**config.mk**
```make
export PLATFORM = sky130hd
export DESIGN_NAME = lru_page_replacement_core
export DESIGN_NICKNAME = d
export VERILOG_FILES = /design/src/lpr_pkg.sv /design/src/lpr_fifo.sv /design/src/lpr_front.sv /design/src/lpr_back.sv /design/src/lru_page_replacement_core.sv
export VERILOG_INCLUDE_DIRS = /design/src /design/src/src
export SDC_FILE = /design/constraint.sdc
export NUM_CORES = 1
export LEC_CHECK = 0
export BUFFER_PORTS_ARGS = -buffer_cell sky130_fd_sc_hd__buf_2
export CAP_MARGIN = 20
export CORE_MARGIN = 1.5
export CORE_UTILIZATION = 45
export DETAILED_ROUTE_END_ITERATION = 10
export GPL_ROUTABILITY_DRIVEN = 0
export PLACE_DENSITY_LB_ADDON = 0.25
export SYNTH_ARGS = -nofsm -noshare
export SYNTH_HDL_FRONTEND = slang
export SYNTH_SLANG_ARGS = --single-unit
```
**constraint.sdc**
```tcl
create_clock -name clk -period 4.81 [get_ports clk]
set_input_delay 0.962 -clock clk [delete_from_list [all_inputs] [get_ports clk]]
set_output_delay 0.962 -clock clk [all_outputs]
set_load 0.01 [all_outputs]
```
**src/assert_macros.svh**
```systemverilog
// Assertion helpers shared by the RTL. All of them sample on clk and are
// held off while rst_n is low, so they are meant for modules with those ports.
`ifndef ASSERT_MACROS_SVH
`define ASSERT_MACROS_SVH

`ifndef SYNTHESIS

// The condition holds at every clock edge out of reset.
`define ASSERT_ALWAYS(lbl, cond, msg) \
  lbl: assert property (@(posedge clk) disable iff (!rst_n) (cond)) else $error(msg);

// Whenever ante holds, cons holds in the same cycle.
`define ASSERT_IMPLIES(lbl, ante, cons, msg) \
  lbl: assert property (@(posedge clk) disable iff (!rst_n) (ante) |-> (cons)) \
    else $error(msg);

// Whenever ante holds, cons holds in the next cycle.
`define ASSERT_NEXT(lbl, ante, cons, msg) \
  lbl: assert property (@(posedge clk) disable iff (!rst_n) (ante) |=> (cons)) \
    else $error(msg);

`else

`define ASSERT_ALWAYS(lbl, cond, msg)
`define ASSERT_IMPLIES(lbl, ante, cons, msg)
`define ASSERT_NEXT(lbl, ante, cons, msg)

`endif

`endif

```
**src/lpr_pkg.sv**
```systemverilog
`default_nettype none

package lpr_pkg;

  // Widths fixed by the interface.
  localparam int PAGE_W    = 16;
  localparam int COUNT_W   = 32;
  localparam int CAP_W     = 5;
  localparam int USED_W    = 7;

  // Defaults for the top-level parameters.
  localparam int DEF_FRAMES    = 16;
  localparam int DEF_PAGE_BITS = 16;

  // Reset value of the capacity register.
  localparam logic [CAP_W-1:0] CAP_RESET = 5'd16;

  // Depth of the item queue and of the result queue.
  localparam int ITEM_Q_DEPTH = 2;
  localparam int RES_Q_DEPTH  = 2;

  typedef struct packed {
    logic [PAGE_W-1:0] page_number;
    logic              last_reference;
  } lpr_in_t;

  typedef struct packed {
    logic               hit;
    logic               evicted_valid;
    logic [PAGE_W-1:0]  evicted_page;
    logic [COUNT_W-1:0] fault_count;
    logic               sequence_end;
  } lpr_result_t;

  // Item handed from the front end to the back end; page already masked.
  typedef struct packed {
    logic [PAGE_W-1:0] page;
    logic              last;
  } lpr_item_t;

  // Back-end status seen by the top level.
  typedef struct packed {
    logic [USED_W-1:0] used;
    logic              result_push;
    logic              result_hit;
    logic              result_evict;
    logic              result_last;
  } lpr_status_t;

  typedef enum logic [1:0] {
    BK_IDLE,
    BK_LOOK,
    BK_UPD
  } bk_state_t;

endpackage

`default_nettype wire

```
**src/lpr_fifo.sv**
```systemverilog
`default_nettype none

module lpr_fifo #(
  parameter int WIDTH = 8,
  parameter int DEPTH = 2
) (
  input  logic             clk,
  input  logic             rst_n,
  input  logic             push,
  input  logic [WIDTH-1:0] wdata,
  output logic             full,
  input  logic             pop,
  output logic [WIDTH-1:0] rdata,
  output logic             empty
);

  localparam int PTR_W = (DEPTH > 1) ? $clog2(DEPTH) : 1;
  localparam int CNT_W = $clog2(DEPTH + 1);
  localparam logic [PTR_W-1:0] LAST_PTR = PTR_W'(DEPTH - 1);
  localparam logic [CNT_W-1:0] FULL_CNT = CNT_W'(DEPTH);

  logic [WIDTH-1:0] mem_r [DEPTH];
  logic [PTR_W-1:0] wr_ptr_r, rd_ptr_r;
  logic [CNT_W-1:0] cnt_r;
  logic             do_push, do_pop;

  assign full    = (cnt_r == FULL_CNT);
  assign empty   = (cnt_r == '0);
  assign do_push = push && !full;
  assign do_pop  = pop && !empty;
  assign rdata   = mem_r[rd_ptr_r];

  always_ff @(posedge clk) begin
    if (!rst_n) begin
      wr_ptr_r <= '0;
      rd_ptr_r <= '0;
      cnt_r    <= '0;
    end else begin
      if (do_push) begin
        wr_ptr_r <= (wr_ptr_r == LAST_PTR) ? '0 : wr_ptr_r + PTR_W'(1);
      end
      if (do_pop) begin
        rd_ptr_r <= (rd_ptr_r == LAST_PTR) ? '0 : rd_ptr_r + PTR_W'(1);
      end
      case ({do_push, do_pop})
        2'b10:   cnt_r <= cnt_r + CNT_W'(1);
        2'b01:   cnt_r <= cnt_r - CNT_W'(1);
        default: cnt_r <= cnt_r;
      endcase
    end
  end

  always_ff @(posedge clk) begin
    if (do_push) begin
      mem_r[wr_ptr_r] <= wdata;
    end
  end

endmodule

`default_nettype wire

```
**src/lpr_front.sv**
```systemverilog
`default_nettype none

module lpr_front
  import lpr_pkg::*;
#(
  parameter int PAGE_BITS = DEF_PAGE_BITS
) (
  input  logic      clk,
  input  logic      rst_n,
  input  logic      push,
  input  lpr_in_t   in_data,
  output logic      full,
  input  logic      item_pop,
  output lpr_item_t item,
  output logic      item_empty
);

  // Only the low PAGE_BITS bits of a reference take part in matching.
  localparam int TAG_W = (PAGE_BITS < PAGE_W) ? PAGE_BITS : PAGE_W;
  localparam logic [PAGE_W-1:0] PAGE_MASK = PAGE_W'((17'd1 << TAG_W) - 17'd1);

  lpr_item_t item_in;

  always_comb begin
    item_in.page = in_data.page_number & PAGE_MASK;
    item_in.last = in_data.last_reference;
  end

  lpr_fifo #(
    .WIDTH ($bits(lpr_item_t)),
    .DEPTH (ITEM_Q_DEPTH)
  ) u_item_q (
    .clk   (clk),
    .rst_n (rst_n),
    .push  (push),
    .wdata (item_in),
    .full  (full),
    .pop   (item_pop),
    .rdata (item),
    .empty (item_empty)
  );

endmodule

`default_nettype wire

```
**src/lpr_back.sv**
```systemverilog
`default_nettype none

module lpr_back
  import lpr_pkg::*;
#(
  parameter int FRAMES    = DEF_FRAMES,
  parameter int PAGE_BITS = DEF_PAGE_BITS
) (
  input  logic             clk,
  input  logic             rst_n,
  input  logic [CAP_W-1:0] frames_in_use,
  input  lpr_item_t        item,
  input  logic             item_empty,
  output logic             item_pop,
  output lpr_result_t      result,
  output logic             result_push,
  input  logic             result_full,
  output lpr_status_t      status
);

  localparam int TAG_W = (PAGE_BITS < PAGE_W) ? PAGE_BITS : PAGE_W;
  localparam int RW    = (FRAMES > 1) ? $clog2(FRAMES) : 1;
  localparam int CW    = $clog2(FRAMES + 1);
  localparam logic [USED_W-1:0] FRAMES_U = USED_W'(FRAMES);

  bk_state_t state_r, state_nxt;
  logic      look_en, upd_en;

  // Frame table.
  logic [TAG_W-1:0] page_r  [FRAMES];
  logic [RW-1:0]    rank_r  [FRAMES];
  logic [FRAMES-1:0] valid_r;
  logic [CW-1:0]    used_r;
  logic [COUNT_W-1:0] faults_r;

  // Item under work and the decision taken in the lookup cycle.
  lpr_item_t         item_r;
  logic [FRAMES-1:0] sel_r;
  logic [RW-1:0]     lim_r;
  logic              age_all_r, hit_r, fill_r, evict_r;
  logic [TAG_W-1:0]  evp_r;
  logic [COUNT_W-1:0] fc_r;

  // Lookup logic.
  logic [TAG_W-1:0]  tag;
  logic [FRAMES-1:0] match, victim, free_one;
  logic              hit, fill;
  logic [RW-1:0]     found_rank, oldest_rank;
  logic [TAG_W-1:0]  evp;
  logic [CW-1:0]     cap;
  logic [USED_W-1:0] cfg_ext;

  assign tag = item_r.page[TAG_W-1:0];

  always_comb begin
    cfg_ext = USED_W'(frames_in_use);
    if (cfg_ext == '0) begin
      cap = CW'(1);
    end else if (cfg_ext > FRAMES_U) begin
      cap = CW'(FRAMES);
    end else begin
      cap = CW'(cfg_ext);
    end
  end

  // Ranks of the valid frames always form 0 .. used-1, so the least
  // recently used frame is the one whose rank is used-1.
  assign oldest_rank = RW'(used_r - CW'(1));
  assign free_one    = ~valid_r & (valid_r + FRAMES'(1));

  always_comb begin
    found_rank = '0;
    evp        = '0;
    for (int f = 0; f < FRAMES; f++) begin
      match[f]  = valid_r[f] && (page_r[f] == tag);
      victim[f] = valid_r[f] && (rank_r[f] == oldest_rank);
      if (match[f]) begin
        found_rank = found_rank | rank_r[f];
      end
      if (victim[f]) begin
        evp = evp | page_r[f];
      end
    end
    hit  = |match;
    fill = !hit && (used_r < cap);
  end

  // Next state.
  always_comb begin
    state_nxt = state_r;
    unique case (state_r)
      BK_IDLE: if (!item_empty) state_nxt = BK_LOOK;
      BK_LOOK: state_nxt = BK_UPD;
      BK_UPD: begin
        if (!result_full) begin
          state_nxt = item_empty ? BK_IDLE : BK_LOOK;
        end
      end
      default: state_nxt = BK_IDLE;
    endcase
  end

  // State outputs.
  always_comb begin
    item_pop    = 1'b0;
    look_en     = 1'b0;
    upd_en      = 1'b0;
    result_push = 1'b0;
    unique case (state_r)
      BK_IDLE: item_pop = !item_empty;
      BK_LOOK: look_en = 1'b1;
      BK_UPD: begin
        if (!result_full) begin
          upd_en      = 1'b1;
          result_push = 1'b1;
          item_pop    = !item_empty;
        end
      end
      default: ;
    endcase
  end

  always_ff @(posedge clk) begin
    if (!rst_n) begin
      state_r <= BK_IDLE;
    end else begin
      state_r <= state_nxt;
    end
  end

  always_ff @(posedge clk) begin
    if (item_pop) begin
      item_r <= item;
    end
    if (look_en) begin
      hit_r     <= hit;
      fill_r    <= fill;
      evict_r   <= !hit && !fill;
      age_all_r <= fill;
      if (hit) begin
        sel_r <= match;
        lim_r <= found_rank;
      end else if (fill) begin
        sel_r <= free_one;
        lim_r <= '0;
      end else begin
        sel_r <= victim;
        lim_r <= oldest_rank;
      end
      evp_r <= (!hit && !fill) ? evp : '0;
      if (hit || faults_r == '1) begin
        fc_r <= faults_r;
      end else begin
        fc_r <= faults_r + COUNT_W'(1);
      end
    end
  end

  // Table update; the last reference of a sequence clears everything.
  always_ff @(posedge clk) begin
    if (!rst_n) begin
      valid_r  <= '0;
      used_r   <= '0;
      faults_r <= '0;
      for (int f = 0; f < FRAMES; f++) begin
        rank_r[f] <= '0;
      end
    end else if (upd_en) begin
      if (item_r.last) begin
        valid_r  <= '0;
        used_r   <= '0;
        faults_r <= '0;
        for (int f = 0; f < FRAMES; f++) begin
          rank_r[f] <= '0;
        end
      end else begin
        faults_r <= fc_r;
        if (fill_r) begin
          used_r <= used_r + CW'(1);
        end
        for (int f = 0; f < FRAMES; f++) begin
          if (sel_r[f]) begin
            valid_r[f] <= 1'b1;
            rank_r[f]  <= '0;
          end else if (valid_r[f] && (age_all_r || rank_r[f] < lim_r)) begin
            rank_r[f] <= rank_r[f] + RW'(1);
          end
        end
      end
    end
  end

  always_ff @(posedge clk) begin
    if (upd_en && !item_r.last) begin
      for (int f = 0; f < FRAMES; f++) begin
        if (sel_r[f]) begin
          page_r[f] <= tag;
        end
      end
    end
  end

  always_comb begin
    result.hit           = hit_r;
    result.evicted_valid = evict_r;
    result.evicted_page  = PAGE_W'(evp_r);
    result.fault_count   = fc_r;
    result.sequence_end  = item_r.last;
  end

  always_comb begin
    status.used         = USED_W'(used_r);
    status.result_push  = result_push;
    status.result_hit   = hit_r;
    status.result_evict = evict_r;
    status.result_last  = item_r.last;
  end

endmodule

`default_nettype wire

```
**src/lru_page_replacement_core.sv**
```systemverilog
`default_nettype none
// LRU page replacement core. Each transfer on the input queue carries one page
// reference; each transfer on the result queue reports whether that reference
// hit, which page (if any) was evicted, and the running fault count of the
// current sequence, which saturates at its maximum. Up to FRAMES pages are
// resident; cfg_wdata sets how many of them may be used (0 acts as 1, values
// above FRAMES act as FRAMES) and must only be written while the core is idle.
// A reference flagged as last ends a sequence: after its result the frame
// table and fault count are cleared. The back end handles one reference at a
// time, a lookup followed by an update over the frame table, and pulls the
// next reference from the input queue during the update. An idle core pulls
// a reference from the input queue, looks it up in the frame table, then
// updates the table and pushes the result onto the result queue. Two-entry
// queues on both sides let the producer and the consumer pause for a short
// while; once the result queue is full the back end waits in its update
// cycle until a result transfer frees an entry.

`include "assert_macros.svh"

module lru_page_replacement_core
  import lpr_pkg::*;
#(
  parameter int FRAMES    = DEF_FRAMES,
  parameter int PAGE_BITS = DEF_PAGE_BITS
) (
  input  logic             clk,
  input  logic             rst_n,
  // Input queue side.
  input  logic             push,
  input  lpr_in_t          in_data,
  output logic             full,
  // Result queue side.
  output logic             empty,
  input  logic             pop,
  output lpr_result_t      out_data,
  // Capacity register.
  input  logic             cfg_we,
  input  logic [CAP_W-1:0] cfg_wdata
);

  logic [CAP_W-1:0] frames_in_use_r;
  lpr_item_t        item;
  logic             item_empty, item_pop;
  lpr_result_t      result;
  logic             result_push, result_full;
  lpr_status_t      status;

  // The capacity register is written whenever the enable is high. The back end
  // reads it live; the user keeps writes to idle, the core does not enforce it.
  always_ff @(posedge clk) begin
    if (!rst_n) begin
      frames_in_use_r <= CAP_RESET;
    end else if (cfg_we) begin
      frames_in_use_r <= cfg_wdata;
    end
  end

  // Front end: accepts references, masks the page to PAGE_BITS, and queues
  // them for the back end.
  lpr_front #(
    .PAGE_BITS (PAGE_BITS)
  ) u_front (
    .clk        (clk),
    .rst_n      (rst_n),
    .push       (push),
    .in_data    (in_data),
    .full       (full),
    .item_pop   (item_pop),
    .item       (item),
    .item_empty (item_empty)
  );

  // Back end: looks the page up in the frame table, then updates recency,
  // fills or evicts, and writes the result once the result queue has room.
  lpr_back #(
    .FRAMES    (FRAMES),
    .PAGE_BITS (PAGE_BITS)
  ) u_back (
    .clk           (clk),
    .rst_n         (rst_n),
    .frames_in_use (frames_in_use_r),
    .item          (item),
    .item_empty    (item_empty),
    .item_pop      (item_pop),
    .result        (result),
    .result_push   (result_push),
    .result_full   (result_full),
    .status        (status)
  );

  // Result queue: the oldest waiting result sits on out_data while empty is
  // low, independent of what the back end is doing.
  lpr_fifo #(
    .WIDTH ($bits(lpr_result_t)),
    .DEPTH (RES_Q_DEPTH)
  ) u_res_q (
    .clk   (clk),
    .rst_n (rst_n),
    .push  (result_push),
    .wdata (result),
    .full  (result_full),
    .pop   (pop),
    .rdata (out_data),
    .empty (empty)
  );

  // A hit never evicts anything.
  `ASSERT_IMPLIES(a_hit_no_evict, status.result_push, !(status.result_hit && status.result_evict), "hit result reports an eviction")
  // Occupancy never exceeds the number of frames.
  `ASSERT_ALWAYS(a_used_bound, status.used <= USED_W'(FRAMES), "frame occupancy above FRAMES")
  // The table is empty right after the last result of a sequence.
  `ASSERT_NEXT(a_seq_clear, status.result_push && status.result_last, status.used == '0, "table not cleared after sequence end")

endmodule

`default_nettype wire

```
==> Word-level counts from Yosys, hierarchy flattened <==
Memory sizes are Yosys's and may differ from the RTL's. A register that Yosys moved wholly into a read port is not among the register bits.
Cells that the tools add are included.
{ "totals": {"elab_cells": 668, "regBits": 139, "mem_bits_rw": 456, "out_inout_bits": 53, "mem_count": 4} }
{ "op_classes": {"bitwise": 80, "n_lt_le_gt_ge": 18, "mux": 341, "eq_ne": 43, "reduce_logical": 121, "addsub": 28} }
{ "memory_table": {"columns": ["name", "words", "width", "rd", "rd_ports_with_merged_regs", "write_ports", "line_no", "text"], "rows": [
  ["u_back.page_r", 16, 16, 16, 0, 16, "lpr_back.sv:30", "logic [TAG_W-1:0] page_r [FRAMES];"],
  ["u_res_q.mem_r", 2, 51, 1, 1, 1, "lpr_fifo.sv:22", "logic [WIDTH-1:0] mem_r [DEPTH];"],
  ["u_back.rank_r", 16, 4, 16, 0, 16, "lpr_back.sv:31", "logic [RW-1:0] rank_r [FRAMES];"],
  ["u_front.u_item_q.mem_r", 2, 17, 1, 1, 1, "lpr_fifo.sv:22", null]
]} }
{ "op_table": {"columns": ["op", "count"], "rows": [
  ["two-way mux 16 bit", 19],
  ["two-way mux 4 bit", 66],
  ["equality test 16 bit", 16],
  ["two-way mux 1 bit", 244],
  ["bitwise OR 16 bit", 15],
  ["adder 4 x 1 -> 4 bit (second input constant)", 16],
  ["equality test 4 bit", 16],
  ["< comparator 4 bit", 16],
  ["two-way mux 32 bit", 2],
  ["bitwise OR 4 bit", 15],
  ["logical AND 1 bit", 55],
  ["bitwise OR 1 bit", 48],
  ["nonzero test 2 bit", 19],
  ["AND reduction 2 bit", 18],
  ["adder 32 x 1 -> 32 bit (second input constant)", 1],
  ["equality test 32 bit (second input constant)", 1],
  ["two-way mux 5 bit", 4],
  ["logical OR 1 bit", 17],
  ["adder 16 x 1 -> 16 bit (second input constant)", 1],
  ["bitwise AND 16 bit", 1],
  ["NOT 16 bit", 1],
  ["OR reduction 16 bit", 1],
  ["equality test 2 bit (second input constant)", 5],
  ["one-hot mux 2 bit (2 select lines)", 2],
  ["15 further kinds", 32]
]} }

==> Logic depth before layout (Yosys ltp) <==
An unclocked memory read counts as a cell.
{ "logic_depth": {"ltp_word": 35, "ltp_mapped": 13} }

==> Cells and area by module <==
Synthesis repeated with hierarchy kept, for this count alone.
{ "unflattened": {"cells_unflattened": 2330, "area_unflattened_um2": 30529.3} }
{ "modules_own_cells": {"columns": ["module", "seq_area_each_um2", "cells_each", "instances", "area_per_inst_um2"], "rows": [
  ["lpr_back", 13352.8, 2050, 1, 24977.7],
  ["lpr_fifo (u_res_q)", 3163.0, 185, 1, 3902.5],
  ["lpr_fifo (u_front.u_item_q)", 1121.1, 79, 1, 1458.9],
  ["lru_page_replacement_core", 100.1, 16, 1, 190.2]
]} }

==> Worst setup path after synthesis <==
OpenSTA, ideal clock, no wires.
{ "synth_path": {"kind": "register to register", "from": "register u_back.state_r[0]", "to": "register u_back.evict_r, enable pin", "required_ps": 4299, "t_arrival_ps": 3540, "path_stages_with_launch": 2, "synth_period_minus_slack_ps": 4051, "slack_ps": 759, "cell_sequence": "dfxtp_1 nor2b_1"} }
{ "synth_via": {"elab_chain_cells": 2} }
{ "synth_lines": {"columns": ["item", "line_no", "text"], "rows": [
  ["from (decl)", "lpr_back.sv:26", "bk_state_t state_r, state_nxt;"],
  ["from (signal assigned)", "lpr_back.sv:127", "state_r <= state_nxt;"],
  ["equality test 2 x 1 -> 1 bit", "lpr_back.sv:109", "unique case (state_r)"],
  ["two-way mux 1 bit", "lpr_back.sv:109", null],
  ["to (signal assigned)", "lpr_back.sv:138", "evict_r <= !hit && !fill;"],
  ["to (decl)", "lpr_back.sv:40", "logic age_all_r, hit_r, fill_r, evict_r;"]
]} }
Every way passes these cells.
A chain may end at the register's enable or synchronous reset.

==> Worst setup path after layout <==
{ "layout_path": {"from": "register, netlist name u_back.tag[5]", "to": "register u_back.fc_r[12] (data pin)"} }
{ "layout_via": {"elab_chain_cells": 5} }
{ "layout_lines": {"columns": ["item", "line_no", "text"], "rows": [
  ["equality test 16 bit", "lpr_back.sv:75", "match[f] = valid_r[f] && (page_r[f] == tag);"],
  ["logical AND 1 bit", "lpr_back.sv:75", null],
  ["OR reduction 16 bit *", "lpr_back.sv:84", "hit = |match;"],
  ["logical OR 1 bit *", "lpr_back.sv:151", "if (hit || faults_r == '1) begin"],
  ["two-way mux 32 bit *", "lpr_back.sv:151", null],
  ["to (signal assigned)", "lpr_back.sv:152", "fc_r <= faults_r;"],
  ["to (signal assigned)", "lpr_back.sv:154", "fc_r <= faults_r + COUNT_W'(1);"],
  ["to (decl)", "lpr_back.sv:42", "logic [COUNT_W-1:0] fc_r;"]
]} }
Every way passes the cells marked *; elsewhere a longest branch is shown, timed or not.

==> impl_metrics.tcl <==
set metrics [dict create \
    die_h_um 262 \
    reg2reg_setup_slack_ns 0.91 \
    p_switching_mw 5.38 \
    fillers 5493 \
    layout.nets 2547 \
    tritoncts "yes" \
    grt_overflow 0 \
    synthCells 2313 \
    row_count 94 \
    power_frac_clock_pct 31.7 \
    die_area_mm2 0.0685 \
    avgViaCountPerCell 6.29 \
    seqPwrFrac_pct 44.1 \
    sw_frac_of_total_pct 32.6 \
    setup_viol_count_final 0 \
    hp-start "u_back.hit_r$_DFFE_PN_" \
    tns_ns 0 \
    rsz0062_at_grt "no" \
    ys_async_sr_fraction_pct 0 \
    critPathMaxStageDelay_ns 0.97 \
    p_per_area_mw_per_mm2 485 \
    synthFlopType "edfxtp_1" \
    synth.distinct_cells 60 \
    num_vias 21162 \
    cts_root_buf "clkbuf_16" \
    hold_path.class "reg -> reg" \
    final_layout_size_suffix_gt1_share_pct 15.6 \
    cp_max_fo 48 \
    ios 80 \
    post_layout_nonfiller_instances 3364 \
    start_kind "flop" \
    status "finished with violations" \
    syn_area_mm2 0.0301 \
    period_share_pct 81.0 \
    ant_nets 0 \
    antenna_found_initial 2 \
    route.detailed.drc 10 \
    violations "DRC" \
    firstDrtPassIters 11 \
    ys_ff_latch 613 \
    grt_pass1_wl_um 138000 \
    htreeDepth 3 \
    cp-endpoint "u_back.fc_r[12]$_DFFE_PN_" \
    cts.path.max_buffers 3 \
    cts-hold-fix-buffers 0 \
    leakage_nw 11.8 \
    core_mm2 0.0660 \
    fmax_mhz 257 \
    worst_pin_slew_ns 1.14 \
    yosys_warnings 0 \
    hpwl_um 65400 \
    synth_edf_count 544 \
    cts_resized 0 \
    syn2layout_area_growth_pct 13.0 \
    r2r-end "u_back.fc_r[12]$_DFFE_PN_" \
    ys_seq_area_share_pct 58.8 \
    path_cells "buf_4 > xor2_1 > nor4b_1 > nand4_1 > nand4_1 > or4_4 > nor4_1 > xor2_1" \
    final_max_slew_viol_count 0 \
    ff2ff_path_depth 8 \
    synth_nets 2413 \
    critPathSlowestCell "edfxtp_1" \
    finalClockSkew_ns 0.0394 \
    worstReg2RegStart "u_back.tag[5]$_DFFE_PP_" \
    die_w_um 262 \
    cp-startpoint "u_back.tag[5]$_DFFE_PP_" \
    dp.cells 3240 \
    cap_viol_max_count 0 \
    peakVddDrop_mv 0.318 \
    path_clk_slew_ns 0.06 \
    n_antenna_cell 0 \
    final_cell_mix "edfxtp_1, xor2_1, xnor2_1" \
    drt_wl_total_um 93900 \
    cts_made_buffers 68 \
    p_int_mw 11.1 \
    hold_viol 0 \
    cts_setup_buffers 0 \
    slew_headroom_pct 23.8 \
    share_comb_of_total_power_pct 24.2 \
    clkLatencyLatePin_ns 0.63 \
    grt_max_degree 71 \
    layout_commonest_cell "edfxtp_1" \
    post-route-min-period_ns 3.90 \
    io_buffer_count 79 \
    required_ns 5.15 \
    start_util_pct 45.7 \
    first_iter_violations 2846 \
    critPathKind "reg -> reg" \
    cts_sinks 613 \
    track_usage_pct 27.5 \
    end_kind "flop" \
    grt_pass1_vias 20796 \
    critical_path_arrival_ns 4.24 \
    wire_per_inst_um 27.9 \
    syn_avg_cell_area_um2 13.0 \
]
-- worst max-delay path, delay by kind of cell, from the launching register on --
kind | cells | cell delay, ns
and+or+nand+nor | 5 | 1.82
xor gates and xnor gates | 2 | 0.41
buffers and inverters | 1 | 0.40
DFF | 1 | 0.97
-- power groups by stage --
stage	sequential, mW	clock (mW)	combinational (mW)
2_1_floorplan	7.15	0	2.66
3_3_place_gp	7.37	0	3.81
3_5_place_dp	7.39	0	3.87
4_1_cts	7.28	5.29	3.89
5_1_grt	7.32	5.50	4.23
6_report	7.28	5.23	4.00
-- flip-flops by register name (all words and copies together), names as in the netlist, 4 cells and up, named ones only --
name,flops
frames_in_use_r,5
u_back.sel_r,16
u_back.evp_r,16
u_back.rank_r,64
u_back.lim_r,4
u_back.valid_r,16
u_back.tag,16
u_front.u_item_q.mem_r,34
u_back.page_r,256
u_back.fc_r,32
u_back.faults_r,32
u_res_q.mem_r,102
u_back.used_r,5
-- how the worst min path moves through the flow --
stage / slack, ns / end / cells after the start
after detailed placement: 0.43 / u_res_q.mem_r[0][50]$_DFFE_PP_ / 0
after global routing: 0.44 / u_res_q.mem_r[0][50]$_DFFE_PP_ / 0
after floorplan: 0.42 / u_res_q.mem_r[0][33]$_DFFE_PP_ / 0
after global placement: 0.43 / u_res_q.mem_r[0][36]$_DFFE_PP_ / 0
final: 0.44 / u_res_q.mem_r[0][50]$_DFFE_PP_ / 0
after CTS: 0.43 / u_res_q.mem_r[0][50]$_DFFE_PP_ / 0
-- layout make-up --
type / instances / area, um2 / share of cell area [%]
flip-flops and latches: 613 / 17700 / 52.0
repair buffers: 175 / 1150 / 3.37
clock buffers: 85 / 1860 / 5.46
multi-input cells: 1541 / 11700 / 34.3
clock inverters: 38 / 373 / 1.10
well taps: 864 / 1080 / 3.18
inverters: 48 / 180 / 0.529
-- cells by family after synthesis --
kind of cell	count (synthesis)	share of synthesized area (%)
AOI/OAI and AO/OA	334	8.41
DFF	613	58.8
muxes	80	2.96
and+or+nand+nor	659	12.5
adders and majority gates	73	3.03
xor gates and xnor gates	395	11.6
buffers and inverters	159	2.77
-- layer usage --
layer	vias to the layer above	global-route usage, %	part of all wire (%)
li1	9060	-	-
met1	10373	35.6	38
met2	1394	42.3	45
met3	331	6.85	11
met4	4	15.5	6.1
met5	-	0	0.035
-- synth_stat cells (3+ instances only) --
cell type / n / area share [%]
nand2b_1: 19 / 0.39
nand3b_1: 35 / 0.87
nor3b_1: 15 / 0.37
dfxtp_1: 69 / 4.6
o2111ai_1: 16 / 0.47
clkbuf_1: 55 / 0.69
mux2_2: 68 / 2.5
nand4b_1: 11 / 0.32
a21oi_1: 40 / 0.66
a22o_1: 80 / 2.3
a21boi_0: 34 / 0.85
nand3_1: 65 / 1.1
o21a_1: 3 / 0.075
and4b_1: 3 / 0.10
nor4b_1: 20 / 0.58
edfxtp_1: 544 / 54
nor3_1: 30 / 0.50
buf_6: 19 / 0.71
nor4_1: 71 / 1.5
buf_2: 15 / 0.25
ha_1: 73 / 3.0
inv_1: 47 / 0.59
and3_1: 8 / 0.17
or4_1: 5 / 0.12
nand4_1: 53 / 1.1
a21o_1: 32 / 0.80
mux2i_1: 11 / 0.37
or3_1: 6 / 0.12
xnor2_1: 142 / 4.1
nand2_1: 94 / 1.2
and4_1: 33 / 0.96
and2_1: 8 / 0.17
nor3_2: 18 / 0.60
xor2_1: 251 / 7.3
a221oi_1: 80 / 2.3
buf_4: 20 / 0.50
o21ai_0: 39 / 0.65
nor2b_1: 13 / 0.27
nor2_1: 142 / 1.8
-- stage by stage --
stage	utilization (%)	power (mW)	setup WS, ns	hold WS, ns	area, um2
after floorplan	-	9.81	0.759	0.421	30100
after global routing	51.6	17.0	0.870	0.438	34000
final	51.6	16.5	0.912	0.440	34000
after CTS	51.6	16.5	1.03	0.433	34000
after detailed placement	48.2	11.3	1.04	0.431	31800
after global placement	48.2	11.2	1.13	0.425	31800
Note: power is estimated with default switching activity, not from simulation.
